==> config.mk <==
export PLATFORM = sky130hd
export DESIGN_NAME = rds_ps_radiotext_decoder_unit
export DESIGN_NICKNAME = d
export VERILOG_FILES = /design/src/rtl/rdsps_pkg.sv /design/src/rtl/rds_ps_radiotext_decoder_unit.sv
export SDC_FILE = /design/constraint.sdc
export NUM_CORES = 1
export LEC_CHECK = 0
export BUFFER_PORTS_ARGS = -buffer_cell sky130_fd_sc_hd__buf_2
export CAP_MARGIN = 0
export CORE_MARGIN = 1
export CORE_UTILIZATION = 54
export DETAILED_ROUTE_END_ITERATION = 10
export PLACE_DENSITY = 0.71
export SLEW_MARGIN = 20
export SYNTH_ARGS = -nofsm -noshare
export SYNTH_HDL_FRONTEND = slang
export SYNTH_SLANG_ARGS = --single-unit
==> constraint.sdc <==
create_clock -name clk_i -period 6.86 [get_ports clk_i]
set_clock_uncertainty 0.2 [all_clocks]
set_input_delay 0.686 -clock clk_i [delete_from_list [all_inputs] [get_ports clk_i]]
set_output_delay 0.686 -clock clk_i [all_outputs]
set_load 0.005 [all_outputs]
==> src/rtl/rdsps_pkg.sv <==
`default_nettype none
package rdsps_pkg;

  localparam int unsigned NameLen = 8;
  localparam int unsigned TextLen = 64;

  localparam logic [1:0] ActDecode   = 2'd0;
  localparam logic [1:0] ActReadName = 2'd1;
  localparam logic [1:0] ActReadText = 2'd2;
  localparam logic [1:0] ActReset    = 2'd3;

  localparam logic [3:0] GrpName = 4'h0;
  localparam logic [3:0] GrpText = 4'h2;

  localparam logic [6:0] CharSpace = 7'h20;
  localparam logic [7:0] CharLow   = 8'd32;
  localparam logic [7:0] CharHigh  = 8'd126;

  typedef struct packed {
    logic [1:0]  action;
    logic [15:0] block_b;
    logic [15:0] block_c;
    logic [15:0] block_d;
    logic [5:0]  read_position;
  } req_t;

  typedef struct packed {
    logic [6:0] read_char;
    logic       name_changed;
    logic       text_changed;
    logic       ab_state;
  } res_t;

  function automatic logic [6:0] printable(input logic [7:0] c);
    printable = (c < CharLow || c > CharHigh) ? CharSpace : c[6:0];
  endfunction

endpackage
`default_nettype wire

==> src/rtl/rds_ps_radiotext_decoder_unit.sv <==
// Handshake: a request is taken when start is high and busy is low; its result
// strobes on done_o once its last character is handled: a read handles one
// character, a name or 2B update two and a 2A update four; reset actions and
// ignored groups answer in the cycle after they are taken. One request at a time;
// each character: StRead reads the single-port memory, StMod compares and writes back.
// Reset: rst_ni clears valid bits, flags and control at once; the receiver cannot stall.
`default_nettype none
module rds_ps_radiotext_decoder_unit (
  input  wire                logic clk_i,
  input  wire                logic rst_ni,
  input  wire                logic start,
  output                     logic busy,
  input  rdsps_pkg::req_t    req_i,
  output                     logic done_o,
  output rdsps_pkg::res_t    res_o
);

  localparam logic [1:0] StIdle = 2'd0;
  localparam logic [1:0] StRead = 2'd1;
  localparam logic [1:0] StMod  = 2'd2;

  logic [1:0]  state_q, state_d;
  logic [1:0]  k_q, k_d;
  logic [1:0]  last_q, last_d;
  logic        tgt_text_q, tgt_text_d;
  logic        is_read_q, is_read_d;
  rdsps_pkg::req_t req_q, req_d;

  logic [rdsps_pkg::NameLen-1:0] name_vld_q, name_vld_d;
  logic [rdsps_pkg::TextLen-1:0] text_vld_q, text_vld_d;
  logic ab_q, ab_d;
  logic name_dirty_q, name_dirty_d;
  logic text_dirty_q, text_dirty_d;
  logic [6:0] char_q, char_d;
  logic done_q, done_d;

  logic [6:0] name_mem [rdsps_pkg::NameLen];
  logic [6:0] text_mem [rdsps_pkg::TextLen];
  logic [6:0] name_rd_q;
  logic [6:0] text_rd_q;

  logic [5:0]  addr;
  logic [15:0] word;
  logic [7:0]  byte_in;
  logic [6:0]  wch;
  logic [6:0]  old_ch;
  logic        name_we;
  logic        text_we;
  logic        accept;

  assign accept = start && (state_q == StIdle);
  assign busy   = (state_q != StIdle);

  always_comb begin
    if (is_read_q) begin
      addr = req_q.read_position;
    end else if (!tgt_text_q) begin
      addr = {3'b000, req_q.block_b[1:0], k_q[0]};
    end else if (!req_q.block_b[11]) begin
      addr = {req_q.block_b[3:0], k_q};
    end else begin
      addr = {1'b0, req_q.block_b[3:0], k_q[0]};
    end
    word    = (tgt_text_q && !req_q.block_b[11] && !k_q[1]) ? req_q.block_c
                                                             : req_q.block_d;
    byte_in = k_q[0] ? word[7:0] : word[15:8];
    wch     = rdsps_pkg::printable(byte_in);
    if (tgt_text_q) begin
      old_ch = text_vld_q[addr] ? text_rd_q : rdsps_pkg::CharSpace;
    end else begin
      old_ch = name_vld_q[addr[2:0]] ? name_rd_q : rdsps_pkg::CharSpace;
    end
  end

  always_comb begin
    state_d      = state_q;
    k_d          = k_q;
    last_d       = last_q;
    tgt_text_d   = tgt_text_q;
    is_read_d    = is_read_q;
    req_d        = req_q;
    name_vld_d   = name_vld_q;
    text_vld_d   = text_vld_q;
    ab_d         = ab_q;
    name_dirty_d = name_dirty_q;
    text_dirty_d = text_dirty_q;
    char_d       = char_q;
    done_d       = 1'b0;
    name_we      = 1'b0;
    text_we      = 1'b0;
    unique case (state_q)
      StIdle: begin
        if (accept) begin
          req_d  = req_i;
          k_d    = 2'd0;
          char_d = rdsps_pkg::CharSpace;
          unique case (req_i.action)
            rdsps_pkg::ActDecode: begin
              is_read_d = 1'b0;
              if (req_i.block_b[15:12] == rdsps_pkg::GrpName) begin
                tgt_text_d = 1'b0;
                last_d     = 2'd1;
                state_d    = StRead;
              end else if (req_i.block_b[15:12] == rdsps_pkg::GrpText) begin
                if (req_i.block_b[4] != ab_q) begin
                  text_vld_d   = '0;
                  ab_d         = req_i.block_b[4];
                  text_dirty_d = 1'b1;
                end
                tgt_text_d = 1'b1;
                last_d     = req_i.block_b[11] ? 2'd1 : 2'd3;
                state_d    = StRead;
              end else begin
                done_d = 1'b1;
              end
            end
            rdsps_pkg::ActReadName: begin
              is_read_d  = 1'b1;
              tgt_text_d = 1'b0;
              last_d     = 2'd0;
              state_d    = StRead;
            end
            rdsps_pkg::ActReadText: begin
              is_read_d  = 1'b1;
              tgt_text_d = 1'b1;
              last_d     = 2'd0;
              state_d    = StRead;
            end
            default: begin
              name_vld_d   = '0;
              text_vld_d   = '0;
              ab_d         = 1'b0;
              name_dirty_d = 1'b0;
              text_dirty_d = 1'b0;
              done_d       = 1'b1;
            end
          endcase
        end
      end
      StRead: begin
        state_d = StMod;
      end
      StMod: begin
        if (is_read_q) begin
          char_d = old_ch;
        end else if (wch != old_ch) begin
          if (tgt_text_q) begin
            text_we            = 1'b1;
            text_vld_d[addr]   = 1'b1;
            text_dirty_d       = 1'b1;
          end else begin
            name_we                 = 1'b1;
            name_vld_d[addr[2:0]]   = 1'b1;
            name_dirty_d            = 1'b1;
          end
        end
        if (k_q == last_q) begin
          done_d  = 1'b1;
          state_d = StIdle;
        end else begin
          k_d     = k_q + 2'd1;
          state_d = StRead;
        end
      end
      default: begin
        state_d = StIdle;
      end
    endcase
  end

  always_ff @(posedge clk_i or negedge rst_ni) begin
    if (!rst_ni) begin
      state_q      <= StIdle;
      k_q          <= 2'd0;
      last_q       <= 2'd0;
      tgt_text_q   <= 1'b0;
      is_read_q    <= 1'b0;
      name_vld_q   <= '0;
      text_vld_q   <= '0;
      ab_q         <= 1'b0;
      name_dirty_q <= 1'b0;
      text_dirty_q <= 1'b0;
      char_q       <= rdsps_pkg::CharSpace;
      done_q       <= 1'b0;
    end else begin
      state_q      <= state_d;
      k_q          <= k_d;
      last_q       <= last_d;
      tgt_text_q   <= tgt_text_d;
      is_read_q    <= is_read_d;
      name_vld_q   <= name_vld_d;
      text_vld_q   <= text_vld_d;
      ab_q         <= ab_d;
      name_dirty_q <= name_dirty_d;
      text_dirty_q <= text_dirty_d;
      char_q       <= char_d;
      done_q       <= done_d;
    end
  end

  always_ff @(posedge clk_i) begin
    req_q <= req_d;
  end

  always_ff @(posedge clk_i) begin
    if (name_we) begin
      name_mem[addr[2:0]] <= wch;
    end
    name_rd_q <= name_mem[addr[2:0]];
  end

  always_ff @(posedge clk_i) begin
    if (text_we) begin
      text_mem[addr] <= wch;
    end
    text_rd_q <= text_mem[addr];
  end

  assign done_o = done_q;
  assign res_o  = {char_q, name_dirty_q, text_dirty_q, ab_q};

endmodule
`default_nettype wire

==> results of run 1 <==
-- stage by stage --
step | util, % | total power (W)
final | 61.8 | 0.0141
after global routing | 61.8 | 0.0146
after CTS | 61.6 | 0.0140
after detailed placement | 57.3 | 0.0105
after global placement | 57.3 | 0.0104
after floorplan | - | 0.00849
-- logic make-up after synthesis --
group | count (synthesis) | share of synthesized area (%)
flops | 652 | 71.1
buf+inv | 159 | 2.74
fa+ha+maj | 3 | 0.141
compound gates | 483 | 12.9
xor+xnor | 3 | 0.0984
simple gates | 627 | 10.3
mux | 55 | 2.74
-- power by group through the flow --
stage	Clock, W	Sequential, W	Combinational, W
3_5_place_dp	0	0.00527	0.00523
6_report	0.00353	0.00519	0.00539
3_3_place_gp	0	0.00526	0.00513
4_1_cts	0.00355	0.00519	0.00525
2_1_floorplan	0	0.00519	0.00331
5_1_grt	0.00368	0.00522	0.00567
-- routing by layer --
metal,vias up,share of wire [%],track usage (%),routed length (microns)
li1,7719,-,-,-
met1,8990,40,41.4,29000
met4,0,3.4,11.4,2480
met3,179,10,5.72,7340
met5,-,0,0,0
met2,1088,47,45.7,34300
-- final cells by class --
type / instances / area share (%)
well taps: 664 / 2.75
flip-flops and latches: 652 / 62.9
repair buffers: 151 / 3.41
clock buffers: 91 / 5.99
clock inverters: 31 / 0.932
multi-input cells: 1171 / 23.9
inverters: 15 / 0.186
-- cell usage in the layout, fill, tap and decap left out, types with 34 or more instances in the layout --
cell,n
sky130_fd_sc_hd__a21oi_1,182
sky130_fd_sc_hd__buf_2,63
sky130_fd_sc_hd__buf_4,83
sky130_fd_sc_hd__clkbuf_16,69
sky130_fd_sc_hd__dfrtp_1,90
sky130_fd_sc_hd__edfxtp_1,547
sky130_fd_sc_hd__mux2i_1,36
sky130_fd_sc_hd__nand2_1,383
sky130_fd_sc_hd__nand3_1,41
sky130_fd_sc_hd__nor2_1,57
sky130_fd_sc_hd__o21ai_0,34
sky130_fd_sc_hd__o31ai_1,42
-- state kept, by name, summed over array words and instances, names as in the netlist --
name	flops
ab_q	1
done_o	1
last_q	2
text_mem	448
k_q	2
name_vld_q	8
text_dirty_q	1
req_q	43
text_rd_q	7
is_read_q	1
name_dirty_q	1
state_q	2
name_rd_q	7
tgt_text_q	1
text_vld_q	64
char_q	7
name_mem	56
-- synth_stat cells, drive strengths merged, types with 14 or more instances --
library cell and instances:
o41ai 35, edfxtp 547, a221oi 30, o21ai 37, a22oi 30, a21oi 182, dfrtp 90, nand2 384
mux2i 37, o22ai 31, a2111oi 24, o31ai 42, dfxtp 14, nor3 52, inv 15, nor4 33
nor2 61, clkbuf 64, buf 80, nand3 42, a22o 23
-- worst max-delay path by stage --
stage                            to  slack [ps]  cells past startpoint
floorplan           text_mem[33][0]        1840                     13
detailed placement  text_mem[30][5]        1010                     11
global placement    text_mem[30][2]        1180                     11
global route        text_mem[28][0]         800                     11
CTS                 text_mem[30][6]        1030                     11
finish              text_mem[12][3]        1010                     11
==> summary.md, run 1 <==
| Metric | Value |
|---|---|
| Run status | `completed` |
| Minimum clock period after layout | `5850 ps` |
| Number of fill cells in the layout | `3676` |
| Number of resized instances in the post-cts repair step | `0` |
| Sum of routed wire length over all layers | `73.1 mm` |
| Total area of sequential cells | `19000 sq um` |
| Remaining global-route overflow | `0` |
| Via count of the first global-routing pass | `17.4k` |
| Number of buffers added for setup after CTS | `0` |
| DRC violation total after the first TritonRoute iteration | `2481` |
| Power per cell area | `467 nW/um^2` |
| Worst hold slack after final layout | `50.0 ps` |
| Total via count in the routed design | `18.0k` |
| Post-synthesis net count | `2044` |
| Minimum setup slack among reg-to-reg paths | `1010 ps` |
| Antenna violations before repair | `1` |
| Critical register-to-register path startpoint | `is_read_q` |
| Normalized max-slew margin | `20.7%` |
| Post-Place Worst Slack | `1010 ps` |
| Post-route DRC violation count | `0` |
| Synthesized instance count | `1982` |
| Routed wire length per instance | `26.4 microns` |
| Total CTS buffers | `67` |
| Crit-path max FO | `56` |
| TritonCTS sink count | `652` |
| Cell at the root of the clock tree | `sky130_fd_sc_hd__clkbuf_16` |
| Syn Std Cell Area | `26700 sq um` |
| Number of flops mapped to enable cells by yosys | `547` |
| Number of placed cells counting well taps | `2652` |
| HPWL after detailed placement | `43.1 mm` |
| GRT Overall Usage | `29.5%` |
| Reg2Reg Depth | `11` |
| Achievable frequency | `0.171 GHz` |
| Area of combinational cells with multiple inputs | `7210 sq um` |
| Kind of critical path | `flop to flop` |
| Post-detailed-route via-to-cell ratio | `6.48` |
| Dominant cell type by area after synthesis | `sky130_fd_sc_hd__edfxtp_1` |
| Count of endpoints failing hold in the final timing report | `0` |
| Clock network fraction of total power | `25.0%` |
| Setup crit end kind | `flop` |
| Setup TNS after final layout | `0 ps` |
| Type of element launching the critical path | `flop` |
| Maximum VDD drop | `388 uV` |
| Layout Cells excl Fill | `2775` |
| Combinational group share of total power | `38.2%` |
| Count of nets left with antenna violations after detail routing | `0` |
| Worst hold start | `req_i[40]` |
| Post-synthesis async set-or-reset flop share | `14.0%` |
| Number of standard-cell rows in the floorplan | `81` |
| Core Box Area | `48800 sq um` |
| Buffers from clock root to sink, at most | `3` |
| Cell family with the largest share of critical-path delay | `simple AND/OR/NAND/NOR gates` |
| Setup-violating endpoint count in the final report | `0` |
| Count of synthesis-stage warnings from yosys | `0` |
| Crit path required time | `6880 ps` |
| Number of cells on the worst hold path | `1` |
| H-tree levels | `3` |
| Netlist cell types | `68` |
| Quantity of I/O buffers inserted on ports | `64` |
| Register area share after synthesis | `71.1%` |
| Sequence of cells on the critical path | `nor2b_1, a211o_2, mux4_2, o32ai_1, a2111oi_2, and4b_1, a21oi_1, nand4_1, nor4_4, buf_12, nor3_1` |
| Mean cell area of the mapped netlist | `13.5 sq um` |
| Proportion of layout cells with a drive suffix above 1 | `16.4%` |
| Crit path arrival time | `5870 ps` |
| Sw Ratio | `40.4%` |
| Hold Crit Endpoint | `req_q[40]` |
| First-pass detailed-route iteration total | `6` |
| Layout-stage area growth over the synthesis result | `13.1%` |
| Net Switching | `0.00570 W` |
| Die extent in y | `224 microns` |
| Pin slew with the least headroom to its limit | `1190 ps` |
| Clock tree from TritonCTS | `yes` |
| Unrepaired setup endpoints after global routing | `false` |
| Routability cong. | `0.899` |
| Library cell contributing the largest single delay on the critical path | `sky130_fd_sc_hd__nor3_1` |
| End of the worst register-to-register path | `text_mem[12][3]` |
| Antenna cell count | `0` |
| Reg power frac | `36.8%` |
| Maximum number of pins on one net before global-route repair | `93` |
| Buffers plus inverters on the worst setup path | `1` |
| Clock latency on the worst-skew pair | `610 ps` |
| Area contributors post-synth | `sky130_fd_sc_hd__edfxtp_1 62%, sky130_fd_sc_hd__dfrtp_1 8.4%, sky130_fd_sc_hd__nand2_1 5.4%` |
| Post-route worst setup slack | `1010 ps` |
| Final period utilization | `85.2%` |
| Die outline width | `224 microns` |
| First-pass GRT wire length | `110 mm` |
| Critical Path Source | `is_read_q` |
| Top-level I/O count | `71` |
| Cell leakage power | `10.6 nW` |
| Path class of the lowest-slack min-delay path | `input port to flop` |
| Fraction of synthesized cell area taken by the top area cell type | `61.5%` |
| Int Pwr | `0.00841 W` |
| Final Instance Area | `30200 sq um` |
| Post-Place Cell Area | `28000 sq um` |
| Clock slew at reported path FFs | `60 ps` |
| Die Footprint | `50300 sq um` |
| Max-cap viol count | `0` |
| Register bit total from synthesis | `652` |
| Main flop type after synthesis | `sky130_fd_sc_hd__edfxtp_1` |
| Final nets | `2120` |
| Stage delay of the slowest cell on the critical path | `950 ps` |
| Number of hold buffers added after CTS | `1` |
| Initial Util | `54.7%` |
| Final Max Slew Viols | `0` |
Note: power is estimated with default switching activity, not from simulation.
==> run 2: changes to the inputs <==
REMOVE_ABC_BUFFERS = 1   (was not set)
==> summary.md, run 2 (synthesis gave the netlist of run 1 again) <==
| Metric | Value |
|---|---|
| Cell family with the largest share of critical-path delay | `simple AND/OR/NAND/NOR gates (unchanged)` |
| Max-cap viol count | `0 (unchanged)` |
| Setup crit end kind | `flop (unchanged)` |
| Total power after layout | `0.0140 W (was 0.0141 W)` |
| Number of cells on the worst hold path | `1 (unchanged)` |
| Routability cong. | `0.884 (was 0.899)` |
| Achievable frequency | `0.174 GHz (was 0.171 GHz)` |
| Core Box Area | `48800 sq um (unchanged)` |
| Antenna cell count | `0 (unchanged)` |
| Quantity of I/O buffers inserted on ports | `64 (unchanged)` |
| Critical register-to-register path startpoint | `k_q[0] (was is_read_q)` |
| TritonCTS sink count | `652 (unchanged)` |
| Crit path arrival time | `5830 ps (was 5870 ps)` |
| Clock slew at reported path FFs | `70 ps (was 60 ps)` |
| Buffers plus inverters on the worst setup path | `1 (unchanged)` |
| Type of element launching the critical path | `flop (unchanged)` |
| End of the worst register-to-register path | `text_mem[35][4] (was text_mem[12][3])` |
| Run status | `completed (unchanged)` |
| Maximum VDD drop | `329 uV (was 388 uV)` |
| Maximum number of pins on one net before global-route repair | `118 (was 93)` |
| H-tree levels | `2 (was 3)` |
| Stage delay of the slowest cell on the critical path | `980 ps (was 950 ps)` |
| Post-detailed-route via-to-cell ratio | `6.40 (was 6.48)` |
| Reg2Reg Depth | `11 (unchanged)` |
| Crit path required time | `6930 ps (was 6880 ps)` |
| DRC violation total after the first TritonRoute iteration | `2022 (was 2481)` |
| Minimum clock period after layout | `5760 ps (was 5850 ps)` |
| Total area of sequential cells | `19000 sq um (unchanged)` |
| Power per cell area | `461 nW/um^2 (was 467 nW/um^2)` |
| Register ranked first by flip-flop count | `text_mem (unchanged)` |
| Die Footprint | `50300 sq um (unchanged)` |
| Kind of critical path | `flop to flop (unchanged)` |
| Hold Crit Endpoint | `req_q[12] (was req_q[40])` |
| Buffers from clock root to sink, at most | `3 (unchanged)` |
| Via count of the first global-routing pass | `17.5k (was 17.4k)` |
| Proportion of layout cells with a drive suffix above 1 | `17.0% (was 16.4%)` |
| Number of fill cells in the layout | `3704 (was 3676)` |
| Sum of routed wire length over all layers | `72.0 mm (was 73.1 mm)` |
| GRT Overall Usage | `28.9% (was 29.5%)` |
| HPWL after detailed placement | `43.3 mm (was 43.1 mm)` |
| First-pass detailed-route iteration total | `8 (was 6)` |
| Clock tree from TritonCTS | `yes (unchanged)` |
| Final Max Slew Viols | `0 (unchanged)` |
| Clock latency on the worst-skew pair | `650 ps (was 610 ps)` |
| Final period utilization | `84.0% (was 85.2%)` |
| Crit-path max FO | `57 (was 56)` |
| Worst hold start | `req_i[12] (was req_i[40])` |
| Count of nets left with antenna violations after detail routing | `0 (unchanged)` |
| Setup-violating endpoint count in the final report | `0 (unchanged)` |
| Normalized max-slew margin | `12.9% (was 20.7%)` |
| Total CTS buffers | `61 (was 67)` |
| Worst hold slack after final layout | `22.5 ps (was 50.0 ps)` |
| Number of standard-cell rows in the floorplan | `81 (unchanged)` |
| Antenna violations before repair | `2 (was 1)` |
| Routed wire length per instance | `25.7 microns (was 26.4 microns)` |
| Total via count in the routed design | `17.9k (was 18.0k)` |
| First-pass GRT wire length | `108 mm (was 110 mm)` |
| Sequence of cells on the critical path | `mux2_4, nand2_1, nand3_1, a21oi_1, a2111oi_2, and4b_1, mux2i_1, nand4_1, nor4_4, buf_4, nor3_1 (was nor2b_1, a211o_2, mux4_2, o32ai_1, a2111oi_2, and4b_1, a21oi_1, nand4_1, nor4_4, buf_12, nor3_1)` |
| Initial Util | `54.7% (unchanged)` |
| Cell at the root of the clock tree | `sky130_fd_sc_hd__clkbuf_16 (unchanged)` |
| Minimum setup slack among reg-to-reg paths | `1100 ps (was 1010 ps)` |
| Layout-stage area growth over the synthesis result | `13.5% (was 13.1%)` |
| Largest register FFs | `448 (unchanged)` |
| Critical Path Source | `k_q[0] (was is_read_q)` |
| Unrepaired setup endpoints after global routing | `false (unchanged)` |
| Library cell contributing the largest single delay on the critical path | `sky130_fd_sc_hd__nor3_1 (unchanged)` |
| Count of endpoints failing hold in the final timing report | `0 (unchanged)` |
| Top-level I/O count | `71 (unchanged)` |
| Die extent in y | `224 microns (unchanged)` |
| Cell leakage power | `10.7 nW (was 10.6 nW)` |
| Most common cell after layout, fill and taps aside | `sky130_fd_sc_hd__edfxtp_1 (unchanged)` |
| Remaining global-route overflow | `0 (unchanged)` |
| Post-route DRC violation count | `0 (unchanged)` |
| Path class of the lowest-slack min-delay path | `input port to flop (unchanged)` |
| Post-route core utilization | `62.0% (was 61.8%)` |
| Top library cells by usage in the layout, fill and taps aside | `547 x sky130_fd_sc_hd__edfxtp_1, 383 x sky130_fd_sc_hd__nand2_1, 182 x sky130_fd_sc_hd__a21oi_1, 105 x sky130_fd_sc_hd__buf_4, 90 x sky130_fd_sc_hd__dfrtp_1 (was 547 x sky130_fd_sc_hd__edfxtp_1, 383 x sky130_fd_sc_hd__nand2_1, 182 x sky130_fd_sc_hd__a21oi_1, 90 x sky130_fd_sc_hd__dfrtp_1, 83 x sky130_fd_sc_hd__buf_4)` |
| Area of combinational cells with multiple inputs | `7180 sq um (was 7210 sq um)` |
| Final nets | `2145 (was 2120)` |
| Pin slew with the least headroom to its limit | `1270 ps (was 1190 ps)` |
| Die outline width | `224 microns (unchanged)` |
run 2: per-stage QoR:
step	TNS, ps	cell area [sq um]	cells	setup slack (ps)
2_1_floorplan	-6451660	26000	1838	-11380
3_3_place_gp	0	28200	2674	1240
3_5_place_dp	0	28200	2674	1210
4_1_cts	0	30200	2798	1200
5_1_grt	0	30300	2798	794
6_report	0	30300	2798	1100
run 2: worst reg2reg max path, cell delays in order, from the launching register on:
cell                        delay [ps]
sky130_fd_sc_hd__dfrtp_1           930
sky130_fd_sc_hd__mux2_4            870
sky130_fd_sc_hd__nand2_1           170
sky130_fd_sc_hd__nand3_1           120
sky130_fd_sc_hd__a21oi_1           100
sky130_fd_sc_hd__a2111oi_2         750
sky130_fd_sc_hd__and4b_1           570
sky130_fd_sc_hd__mux2i_1           170
sky130_fd_sc_hd__nand4_1           140
sky130_fd_sc_hd__nor4_4             90
sky130_fd_sc_hd__buf_4             280
sky130_fd_sc_hd__nor3_1           1010
run 2: layout make-up:
| type | count | area share, % |
|---|---|---|
| timing repair buffer | 182 | 4.24 |
| tap | 664 | 2.74 |
| sequential | 652 | 62.6 |
| multi-input combinational | 1171 | 23.7 |
| clock buffer | 74 | 5.33 |
| clock inverter | 40 | 1.15 |
| inverter | 15 | 0.186 |
run 2: where the power goes:
part | internal, W | switching, W | leakage [nW]
combinational | 0.00143 | 0.00405 | 3.34
sequential | 0.00500 | 0.000178 | 6.36
clock | 0.00186 | 0.00145 | 0.962
run 2: how the worst max path moves through the flow:
stage                     slack [ps]  cells after the start              end
after CTS                       1200                     11  text_mem[51][4]
after floorplan               -11380                      8   name_mem[1][0]
after global placement          1240                     11  text_mem[45][3]
final                           1100                     11  text_mem[35][4]
after global routing             790                     12  text_mem[50][4]
after detailed placement        1210                     11  text_mem[59][2]
run 2: per-layer routing:
layer	GRT usage, %	wire (microns)	vias up
li1	-	-	7785
met3	5.80	7470	180
met4	11.4	2480	2
met5	0.587	11	-
met1	39.4	27800	8911
met2	46.0	34300	1038
run 2: timing repair:
action | CTS | global route
hold endpoints to repair | 52 | 0
resized for setup | 0 | 0
buffers inserted | 0 | 0
hold buffers | 10 | 0
